==> src/ttf_pkg.sv <==
// Package for the triangle tangent frame block: payload structs, state and op codes,
// and the command and status groups that pass between controller and datapath.
// No dependencies.
package ttf_pkg;

    localparam int OUT_FRAC_BITS = 14;
    localparam int MAG_W         = 51;                  // magnitude of one raw vector component
    localparam int NRM_W         = 30;                  // magnitude after the normalising shift
    localparam int REM_W         = NRM_W + OUT_FRAC_BITS + 3;
    localparam int Q_W           = 16;

    typedef struct packed {
        logic [23:0]        vertex_id;
        logic signed [31:0] pos_x;
        logic signed [31:0] pos_y;
        logic signed [31:0] pos_z;
        logic signed [15:0] tex_u;
        logic signed [15:0] tex_v;
    } t_in;

    typedef struct packed {
        logic [23:0]        out_vertex_id;
        logic signed [15:0] tangent_x;
        logic signed [15:0] tangent_y;
        logic signed [15:0] tangent_z;
        logic signed [15:0] bitangent_x;
        logic signed [15:0] bitangent_y;
        logic signed [15:0] bitangent_z;
        logic               degenerate;
        logic               last_of_triangle;
    } t_out;

    typedef enum logic [4:0] {
        ST_IDLE, ST_DIFF, ST_MUL, ST_ACC, ST_CHECK, ST_DETZERO, ST_ABS, ST_SHIFT,
        ST_SQ, ST_SQACC, ST_SQRT, ST_DIVINIT, ST_DIV, ST_DIVEND, ST_VZERO, ST_NEXTV,
        ST_EMIT
    } t_state;

    typedef enum logic [3:0] {
        OP_NONE, OP_LOAD, OP_DIFF, OP_MUL, OP_ACC, OP_DETZERO, OP_ABS, OP_SHIFT,
        OP_SQ, OP_SQACC, OP_SQRT, OP_DIVINIT, OP_DIV, OP_DIVEND, OP_VZERO
    } t_op;

    typedef struct packed {
        t_op        op;
        logic [3:0] j;       // product index, 0..13
        logic [1:0] k;       // component or result index
        logic       n;       // 0 tangent, 1 bitangent
        logic [4:0] step;    // iteration count of the root and divide loops
        logic [1:0] corner;  // corner being loaded
    } t_cmd;

    typedef struct packed {
        logic det_zero;
        logic need_shift;
        logic all_zero;
        logic root_zero;
    } t_sts;

endpackage

==> src/ttf_ctrl.sv <==
// Controller for the triangle tangent frame block: sequences loading, products,
// normalisation and result delivery. Depends on ttf_pkg.
module ttf_ctrl import ttf_pkg::*; (
    input  logic i_clk,
    input  logic i_rst_n,
    input  logic i_in_valid,
    input  logic i_out_stall,
    input  t_sts i_sts,
    output logic o_in_stall,
    output logic o_out_valid,
    output t_cmd o_cmd
);

    t_state     r_state, n_state;
    logic [4:0] r_cnt, n_cnt;
    logic [3:0] r_j, n_j;
    logic [1:0] r_k, n_k;
    logic       r_n, n_n;
    logic [1:0] r_corner, n_corner;

    always_ff @(posedge i_clk) begin
        if (!i_rst_n) begin
            r_state  <= ST_IDLE;
            r_cnt    <= '0;
            r_j      <= '0;
            r_k      <= '0;
            r_n      <= 1'b0;
            r_corner <= '0;
        end else begin
            r_state  <= n_state;
            r_cnt    <= n_cnt;
            r_j      <= n_j;
            r_k      <= n_k;
            r_n      <= n_n;
            r_corner <= n_corner;
        end
    end

    // Next state and loop counters.
    always_comb begin
        n_state  = r_state;
        n_cnt    = r_cnt;
        n_j      = r_j;
        n_k      = r_k;
        n_n      = r_n;
        n_corner = r_corner;
        case (r_state)
            ST_IDLE: begin
                if (i_in_valid) begin
                    if (r_corner == 2'd2) begin
                        n_state = ST_DIFF;
                    end else begin
                        n_corner = r_corner + 2'd1;
                    end
                end
            end
            ST_DIFF: begin
                n_j     = '0;
                n_state = ST_MUL;
            end
            ST_MUL: n_state = ST_ACC;
            ST_ACC: begin
                if (r_j == 4'd13) begin
                    n_state = ST_CHECK;
                end else begin
                    n_j     = r_j + 4'd1;
                    n_state = ST_MUL;
                end
            end
            ST_CHECK: begin
                n_n = 1'b0;
                n_k = '0;
                n_state = i_sts.det_zero ? ST_DETZERO : ST_ABS;
            end
            ST_DETZERO: begin
                n_k     = '0;
                n_state = ST_EMIT;
            end
            ST_ABS: n_state = ST_SHIFT;
            ST_SHIFT: begin
                if (!i_sts.need_shift) begin
                    n_k     = '0;
                    n_state = i_sts.all_zero ? ST_VZERO : ST_SQ;
                end
            end
            ST_SQ: n_state = ST_SQACC;
            ST_SQACC: begin
                if (r_k == 2'd2) begin
                    n_cnt   = 5'd31;
                    n_state = ST_SQRT;
                end else begin
                    n_k     = r_k + 2'd1;
                    n_state = ST_SQ;
                end
            end
            ST_SQRT: begin
                if (r_cnt == 5'd0) begin
                    n_k     = '0;
                    n_state = ST_DIVINIT;
                end else begin
                    n_cnt = r_cnt - 5'd1;
                end
            end
            ST_DIVINIT: begin
                // The root is complete here, so a zero length is judged now.
                if (i_sts.root_zero) begin
                    n_state = ST_VZERO;
                end else begin
                    n_cnt   = 5'd15;
                    n_state = ST_DIV;
                end
            end
            ST_DIV: begin
                if (r_cnt == 5'd0) begin
                    n_state = ST_DIVEND;
                end else begin
                    n_cnt = r_cnt - 5'd1;
                end
            end
            ST_DIVEND: begin
                if (r_k == 2'd2) begin
                    n_state = ST_NEXTV;
                end else begin
                    n_k     = r_k + 2'd1;
                    n_state = ST_DIVINIT;
                end
            end
            ST_VZERO: n_state = ST_NEXTV;
            ST_NEXTV: begin
                n_k = '0;
                if (!r_n) begin
                    n_n     = 1'b1;
                    n_state = ST_ABS;
                end else begin
                    n_state = ST_EMIT;
                end
            end
            ST_EMIT: begin
                if (!i_out_stall) begin
                    if (r_k == 2'd2) begin
                        n_corner = '0;
                        n_state  = ST_IDLE;
                    end else begin
                        n_k = r_k + 2'd1;
                    end
                end
            end
            default: n_state = ST_IDLE;
        endcase
    end

    // Outputs and datapath commands.
    always_comb begin
        o_in_stall    = (r_state != ST_IDLE);
        o_out_valid   = (r_state == ST_EMIT);
        o_cmd.j       = r_j;
        o_cmd.k       = r_k;
        o_cmd.n       = r_n;
        o_cmd.step    = r_cnt;
        o_cmd.corner  = r_corner;
        case (r_state)
            ST_IDLE:    o_cmd.op = i_in_valid ? OP_LOAD : OP_NONE;
            ST_DIFF:    o_cmd.op = OP_DIFF;
            ST_MUL:     o_cmd.op = OP_MUL;
            ST_ACC:     o_cmd.op = OP_ACC;
            ST_DETZERO: o_cmd.op = OP_DETZERO;
            ST_ABS:     o_cmd.op = OP_ABS;
            ST_SHIFT:   o_cmd.op = i_sts.need_shift ? OP_SHIFT : OP_NONE;
            ST_SQ:      o_cmd.op = OP_SQ;
            ST_SQACC:   o_cmd.op = OP_SQACC;
            ST_SQRT:    o_cmd.op = OP_SQRT;
            ST_DIVINIT: o_cmd.op = OP_DIVINIT;
            ST_DIV:     o_cmd.op = OP_DIV;
            ST_DIVEND:  o_cmd.op = OP_DIVEND;
            ST_VZERO:   o_cmd.op = OP_VZERO;
            default:    o_cmd.op = OP_NONE;
        endcase
    end

    a_emit_blocks_input: assert property (@(posedge i_clk) disable iff (!i_rst_n)
        o_out_valid |-> o_in_stall) else $error("input taken while results pending");
    a_emit_index: assert property (@(posedge i_clk) disable iff (!i_rst_n)
        (r_state == ST_EMIT) |-> (r_k != 2'd3)) else $error("result index out of range");
    a_emit_done: assert property (@(posedge i_clk) disable iff (!i_rst_n)
        (r_state == ST_EMIT && r_k == 2'd2 && !i_out_stall)
        |=> (r_state == ST_IDLE && r_corner == 2'd0))
        else $error("triangle not closed after third result");
    a_corner_range: assert property (@(posedge i_clk) disable iff (!i_rst_n)
        (r_corner != 2'd3)) else $error("corner count out of range");

endmodule

==> config.mk <==
export PLATFORM = sky130hd
export DESIGN_NAME = ttf_ctrl
export DESIGN_NICKNAME = d
export VERILOG_FILES = /design/src/ttf_pkg.sv /design/src/ttf_ctrl.sv
export SDC_FILE = /design/constraint.sdc
export NUM_CORES = 1
export LEC_CHECK = 0
export BUFFER_PORTS_ARGS = -buffer_cell sky130_fd_sc_hd__buf_2
export CAP_MARGIN = 10
export CORE_MARGIN = 2
export CORE_UTILIZATION = 55
export CTS_CLUSTER_SIZE = 8
export DETAILED_ROUTE_END_ITERATION = 7
export GPL_TIMING_DRIVEN = 0
export PLACE_DENSITY_LB_ADDON = 0.1
export SYNTH_ARGS = -nofsm -noshare
export SYNTH_HDL_FRONTEND = slang
export SYNTH_SLANG_ARGS = --single-unit
==> constraint.sdc <==
create_clock -name i_clk -period 2 [get_ports i_clk]
set_input_delay 0.6 -clock i_clk [delete_from_list [all_inputs] [get_ports i_clk]]
set_output_delay 0.6 -clock i_clk [all_outputs]
set_load 0.005 [all_outputs]
==> results.tsv, run 1 <==
stage	metric	value	unit
power	power density over the cells	361	nW/µm²
route	drt pass-1 iters	4	
timing	Setup TNS	-0.531	ns
floorplan	Initial Util	0.571	
timing	maximum clock frequency	450	MHz
route	post-route ant nets	0	
setup_path	critical path endpoint	o_cmd[14]	
power	peak supply drop	0.363	mV
clocking	CTS Buffer Depth	2	
synthesis	post-synthesis sequential area ratio	0.246	
cells_and_area	most frequent cells in the layout	buf_2, nor2_1, nand2_1, dfxtp_1	
setup_path	reg-to-reg critical path startpoint	r_state[3]$_SDFFE_PN0P_	
synthesis	Synth Area per Inst	7.66	µm²
placed_design	Routability Congestion	0.913	
floorplan	site row count	19	
job	max_cap viols	0	
cells_and_area	Area Overhead vs Synth	26.0	%
setup_path	Cell Chain, Critical Path	buf_6, buf_6, or3_1, a21oi_2, a21oi_1, nor2_1, buf_2	
setup_path	most used cell along the critical path	buf_6	
global_route	first-pass GRT wire length	7.32	mm
synthesis	Synth Instances	202	
route	initial DRC count	128	
setup_path	critical setup path kind	reg -> out	
placed_design	hpwl dp	2.96	mm
synthesis	Mapped Nets	216	
synthesis	Syn. warnings	0	
cells_and_area	Layout Utilization	0.720	
clocking	hold_buf cts	0	
synthesis	Yosys reg bits	19	
cells_and_area	layout cells sized above 1	0.317	
route	WL per Instance	16.5	µm
setup_path	Worst R2R Path Depth	7	
clocking	total CTS buffers	3	
global_route	GRT Total Usage	0.288	
setup_path	Crit. End Element	primary output	
cells_and_area	most common cell after layout, fill and taps aside	buf_2	
power	P_leak	0.000879	µW
global_route	initial antenna violation count	0	
worst_hold_path	Hold WC Path Type	reg -> reg	
setup_path	CP max FO	4	
setup_path	worst r2r dst	r_state[1]$_SDFFE_PN0P_	
timing	Final Cycle Share	1.11	
floorplan	I/O pins	28	
setup_path	delay-heaviest family, CP	simple AND/OR/NAND/NOR gates	
route	vias	1688	
clocking	Clock Sinks	19	
floorplan	die width	57.0	µm
setup_path	CP max-delay cell	dfxtp_2	
route	vias per cell	6.16	
timing	clock skew	0.00525	ns
status	status	complete, but fails checks	
setup_path	CP startpoint kind	flip-flop	
synthesis	main flop type after synthesis	dfxtp_1	
timing	Max Slew Vio Count	0	
timing	Tmin final	2.22	ns
cells_and_area	antenna cell count	0	
clocking	# H-tree levels	1	
timing	RSZ-0062 raised after global routing	yes	
cells_and_area	multi-input logic area	1080	µm²
setup_path	reg2reg setup slack	0.07	ns
setup_path	crit path DAT	1.62	ns
floorplan	core region area	2710	µm²
clocking	Clock transition at path regs	0.13	ns
global_route	vias in the first global route	1545	
floorplan	die area	3250	µm²
floorplan	Die Y	57.0	µm
timing	setup ws final	-0.223	ns
setup_path	CP Depth	7	
status	failing checks	negative setup slack	
setup_path	Critical Path Max Stage Delay	0.36	ns
route	Total Routed Length	4.51	mm
setup_path	Buf/Inv on CP	3	
timing	Max-slew headroom	0.618	
cells_and_area	Filler cells	234	
timing	worst-margin pin slew	0.568	ns
synthesis	area of the mapped netlist	1550	µm²
route	DRC	0	
synthesis	Netlist cell types	55	
clocking	TritonCTS clock tree	yes	
clocking	clock root buffer	clkbuf_4	
synthesis	ys async rst share	0	
setup_path	Critical path origin	r_state[2]$_SDFFE_PN0P_	
cells_and_area	# nets final	258	
clocking	Worst-Skew Late Latency	0.32	ns
placed_design	dpl ws	-0.235	ns
global_route	grt total ovfl	0	
setup_path	WP data required	1.40	ns
placed_design	number of I/O port buffers	26	
cells_and_area	Storage cell area	389	µm²
global_route	largest net degree at the start of global routing	20	
synthesis	number of synthesized flops with an enable pin	0	
timing	final setup violation count	4	
power	Tot Pwr	703	µW
timing	Hold Fails Final Rpt	0	
-- layout make-up --
| class | instances | area share |
|---|---|---|
| clock inverter | 1 | 0.00257 |
| inverter | 13 | 0.0250 |
| sequential | 19 | 0.199 |
| clock buffer | 3 | 0.0115 |
| multi-input combinational | 155 | 0.554 |
| timing repair buffer | 38 | 0.113 |
| buffer | 14 | 0.0750 |
| tap | 31 | 0.0199 |
-- report_power, final --
| part | switching [µW] | total [µW] | leakage [µW] | internal (µW) |
|---|---|---|---|---|
| logic | 56.5 | 99.1 | 0.000706 | 42.7 |
| registers | 4.16 | 385 | 0.000156 | 381 |
| clock network | 144 | 219 | 0.0000177 | 74.9 |
-- per-stage QoR --
| step | cell area [µm²] | hold WS, ns | std cells |
|---|---|---|---|
| final | 1950 | 0.491 | 274 |
| after global routing | 1950 | 0.527 | 274 |
| after CTS | 1900 | 0.496 | 274 |
| after detailed placement | 1720 | 0.478 | 259 |
| after global placement | 1720 | 0.454 | 259 |
| after floorplan | 1550 | 0.467 | 202 |
-- per-layer routing --
metal	up-vias	share of wire	GRT usage
li1	802	-	-
met1	796	0.43	0.384
met2	80	0.49	0.473
met3	10	0.065	0.0499
met4	0	0.018	0.0963
met5	-	0	0
-- tightest hold or removal path, delay by kind of cell, from the launching register on --
family | cells | cell delay, ns
DFF | 1 | 0.34
muxes | 1 | 0.06
and+or+nand+nor | 1 | 0.06
-- sequential cells by signal, indices dropped and copies added, names as in the netlist --
name and count:
r_k 2, r_j 4, r_n 1, r_cnt 5
r_state 5, r_corner 2
-- cells by family after synthesis --
group,count (synthesis),synth area share
adder cells (fa/ha/maj),6,0.0485
AND/OR/NAND/NOR,91,0.331
multiplexers,4,0.0259
flip-flops,19,0.246
AO/OA/AOI/OAI,49,0.230
buffers and inverters,28,0.0905
XOR/XNOR,5,0.0283
-- how the worst min path moves through the flow --
stage                                    from                   to  slack, ns  cells past startpoint
after global routing      r_k[0]$_SDFFE_PN0P_  r_k[0]$_SDFFE_PN0P_       0.53                      2
after CTS                 r_k[1]$_SDFFE_PN0P_  r_k[1]$_SDFFE_PN0P_       0.50                      2
after floorplan           r_k[0]$_SDFFE_PN0P_  r_k[0]$_SDFFE_PN0P_       0.47                      2
after detailed placement  r_k[1]$_SDFFE_PN0P_  r_k[1]$_SDFFE_PN0P_       0.48                      2
after global placement    r_k[0]$_SDFFE_PN0P_  r_k[0]$_SDFFE_PN0P_       0.45                      2
final                     r_k[0]$_SDFFE_PN0P_  r_k[0]$_SDFFE_PN0P_       0.49                      2
-- timing repair --
action | CTS | global route
pin swaps | 4 | 2
resized for setup | 27 | 10
setup endpoints to repair | 6 | 10
buffers inserted | 12 | 1
-- synthesized netlist by cell type, drive strengths merged, types with 2 or more instances --
| cell type | n | area, µm² |
|---|---|---|
| a211oi | 2 | 27.5 |
| o21a | 3 | 22.5 |
| or4b | 2 | 23.8 |
| a21oi | 17 | 96.4 |
| inv | 13 | 48.8 |
| and2 | 2 | 12.5 |
| a22oi | 2 | 15.0 |
| nor3b | 3 | 27.5 |
| nor4b | 2 | 32.5 |
| dfxtp | 19 | 380 |
| a311oi | 3 | 26.3 |
| clkbuf | 3 | 11.3 |
| buf | 12 | 80.1 |
| nor4 | 4 | 25.0 |
| a21o | 3 | 22.5 |
| mux2i | 4 | 40.0 |
| nor3 | 3 | 15.0 |
| nand3 | 6 | 30.0 |
| nand2b | 5 | 31.3 |
| nand2 | 18 | 67.6 |
| nor2 | 27 | 101 |
| ha | 6 | 75.1 |
| nand4 | 3 | 18.8 |
| o21ai | 7 | 35.0 |
| o211a | 3 | 30.0 |
| nor2b | 2 | 12.5 |
| or2b | 3 | 22.5 |
| nand3b | 4 | 30.0 |
| or3 | 2 | 12.5 |
| xor2 | 4 | 35.0 |
No activity file was read; power rests on OpenSTA's default activity.
==> run 2: changes to the inputs <==
--- a/config.mk
+++ b/config.mk
@@ -7,12 +7,11 @@
 export LEC_CHECK = 0
 export BUFFER_PORTS_ARGS = -buffer_cell sky130_fd_sc_hd__buf_2
 export CAP_MARGIN = 10
-export CORE_MARGIN = 2
 export CORE_UTILIZATION = 55
 export CTS_CLUSTER_SIZE = 8
 export DETAILED_ROUTE_END_ITERATION = 7
 export GPL_TIMING_DRIVEN = 0
-export PLACE_DENSITY_LB_ADDON = 0.1
+export PLACE_DENSITY = 0.81
 export SYNTH_ARGS = -nofsm -noshare
 export SYNTH_HDL_FRONTEND = slang
 export SYNTH_SLANG_ARGS = --single-unit
==> results.tsv, run 2 (synthesized netlist as in run 1, its figures left out) <==
stage	metric	value	unit	change
timing	clock skew	0.00520	ns	was 0.00525 ns
setup_path	Worst R2R Path Depth	8		was 7
setup_path	Buf/Inv on CP	3		unchanged
setup_path	critical setup path kind	reg -> out		unchanged
cells_and_area	Top Registers	r_cnt: 5 flops, r_state: 5 flops, r_j: 4 flops		unchanged
setup_path	WP data required	1.40	ns	about the same
global_route	largest net degree at the start of global routing	20		unchanged
cells_and_area	Filler cells	191		was 234
floorplan	core region area	2570	µm²	was 2710 µm²
timing	Final Cycle Share	1.09		was 1.11
setup_path	CP max FO	4		unchanged
clocking	total CTS buffers	3		unchanged
power	peak supply drop	0.355	mV	was 0.363 mV
setup_path	CP Depth	7		unchanged
global_route	first-pass GRT wire length	6.67	mm	was 7.32 mm
clocking	# H-tree levels	1		unchanged
cells_and_area	Area Overhead vs Synth	24.3	%	was 26.0%
floorplan	I/O pins	28		unchanged
cells_and_area	layout cells sized above 1	0.303		was 0.317
timing	Max Slew Vio Count	0		unchanged
setup_path	CP startpoint kind	flip-flop		unchanged
route	vias	1685		was 1,688
route	DRC	0		unchanged
floorplan	site row count	18		was 19
status	status	complete, but fails checks		unchanged
cells_and_area	most frequent cells in the layout	buf_2, nor2_1, nand2_1, dfxtp_1		unchanged
worst_hold_path	Hold WC Path Type	reg -> reg		unchanged
setup_path	reg-to-reg critical path startpoint	r_state[2]$_SDFFE_PN0P_		was r_state[3]$_SDFFE_PN0P_
timing	final setup violation count	5		was 4
timing	maximum clock frequency	461	MHz	was 450 MHz
timing	worst-margin pin slew	0.551	ns	was 0.568 ns
setup_path	Cell Chain, Critical Path	buf_6, buf_8, or3_4, a21oi_2, a21oi_1, nor2_1, buf_2		was buf_6, buf_6, or3_1, a21oi_2, a21oi_1, nor2_1, buf_2
cells_and_area	# nets final	256		was 258
clocking	TritonCTS clock tree	yes		unchanged
timing	setup ws final	-0.171	ns	was -0.223 ns
global_route	vias in the first global route	1425		was 1,545
floorplan	die width	55.0	µm	was 57.0 µm
placed_design	hpwl dp	3.00	mm	was 2.96 mm
timing	Max-slew headroom	0.629		was 0.618
timing	RSZ-0062 raised after global routing	yes		unchanged
cells_and_area	antenna cell count	0		unchanged
worst_hold_path	hold depth	2		unchanged
cells_and_area	Layout Utilization	0.750		was 0.720
clocking	Clock transition at path regs	0.11	ns	was 0.13 ns
route	WL per Instance	15.8	µm	was 16.5 µm
route	post-route ant nets	0		unchanged
floorplan	die area	3030	µm²	was 3250 µm²
timing	Setup TNS	-0.585	ns	was -0.531 ns
floorplan	Die Y	55.0	µm	was 57.0 µm
setup_path	Crit. End Element	primary output		unchanged
global_route	grt total ovfl	0		unchanged
route	vias per cell	6.22		was 6.16
status	failing checks	negative setup slack		unchanged
power	power density over the cells	358	nW/µm²	was 361 nW/µm²
global_route	initial antenna violation count	0		unchanged
setup_path	Critical Path Max Stage Delay	0.34	ns	was 0.36 ns
worst_hold_path	worst min-delay path startpoint	r_k[0]$_SDFFE_PN0P_		unchanged
power	Tot Pwr	690	µW	was 703 µW
clocking	CTS Buffer Depth	2		unchanged
timing	Hold Fails Final Rpt	0		unchanged
timing	Tmin final	2.17	ns	was 2.22 ns
clocking	Clock Sinks	19		unchanged
cells_and_area	most common cell after layout, fill and taps aside	buf_2		unchanged
placed_design	number of I/O port buffers	26		unchanged
global_route	GRT Total Usage	0.306		was 0.288
route	drt pass-1 iters	4		unchanged
setup_path	delay-heaviest family, CP	simple AND/OR/NAND/NOR gates		unchanged
floorplan	Initial Util	0.603		was 0.571
setup_path	crit path DAT	1.57	ns	was 1.62 ns
placed_design	Routability Congestion	0.922		was 0.913
route	initial DRC count	90		was 128
setup_path	Critical path origin	r_state[2]$_SDFFE_PN0P_		unchanged
clocking	clock root buffer	clkbuf_4		unchanged
setup_path	CP max-delay cell	dfxtp_2		unchanged
power	P_leak	0.000861	µW	was 0.000879 µW
job	max_cap viols	0		unchanged
clocking	Worst-Skew Late Latency	0.30	ns	was 0.32 ns
route	Total Routed Length	4.28	mm	was 4.51 mm
run 2: path summary, 6_finish.rpt:
path	end	slack, ns
setup / recovery	o_cmd[14]	-0.17
hold / removal	r_k[0]$_SDFFE_PN0P_	0.48
setup reg to reg	r_cnt[3]$_SDFFE_PN0P_	0.03
hold reg to reg	r_k[0]$_SDFFE_PN0P_	0.48
run 2: repair_timing:
item / CTS / global route
endpoints found under the setup margin: 6 / 7
resized for setup: 26 / 4
buffers inserted: 8 / 4
hold endpoints to repair: 0 / 0
hold buffers: 0 / 0
pin swaps: 4 / 2
run 2: worst min-delay path, delay by kind of cell (launching register included):
kind,cells,cell delay (ns)
flip-flops,1,0.34
AND/OR/NAND/NOR,1,0.05
multiplexers,1,0.05
run 2: through the flow:
| stage | cells | hold WS (ns) | setup slack, ns | area [µm²] |
|---|---|---|---|---|
| 3_5_place_dp | 258 | 0.469 | -0.235 | 1720 |
| 6_report | 271 | 0.482 | -0.171 | 1920 |
| 5_1_grt | 271 | 0.496 | -0.264 | 1920 |
| 2_1_floorplan | 202 | 0.467 | 0.0760 | 1550 |
| 4_1_cts | 267 | 0.487 | -0.164 | 1880 |
| 3_3_place_gp | 258 | 0.457 | -0.216 | 1720 |
run 2: cell type report:
| type | instances | area, µm² | area share |
|---|---|---|---|
| clock buffers | 3 | 22.5 | 0.0117 |
| flip-flops and latches | 19 | 389 | 0.202 |
| inverters | 13 | 48.8 | 0.0254 |
| repair buffers | 38 | 233 | 0.121 |
| multi-input cells | 155 | 1060 | 0.553 |
| plain buffers | 12 | 124 | 0.0644 |
| clock inverters | 1 | 5.00 | 0.00260 |
| well taps | 30 | 37.5 | 0.0195 |
run 2: per-layer routing:
| metal | track usage | part of all wire | vias up | wire [µm] |
|---|---|---|---|---|
| li1 | - | - | 800 | - |
| met1 | 0.425 | 0.42 | 781 | 1810 |
| met2 | 0.496 | 0.47 | 90 | 2010 |
| met3 | 0.0383 | 0.089 | 14 | 381 |
| met4 | 0.0833 | 0.017 | 0 | 72 |
| met5 | 0 | 0 | - | 0 |
run 2: power breakdown:
group          switching (µW)  internal, µW
Combinational            56.9          44.7
Sequential               4.62           381
Clock                     128          74.7
Total                     189           501
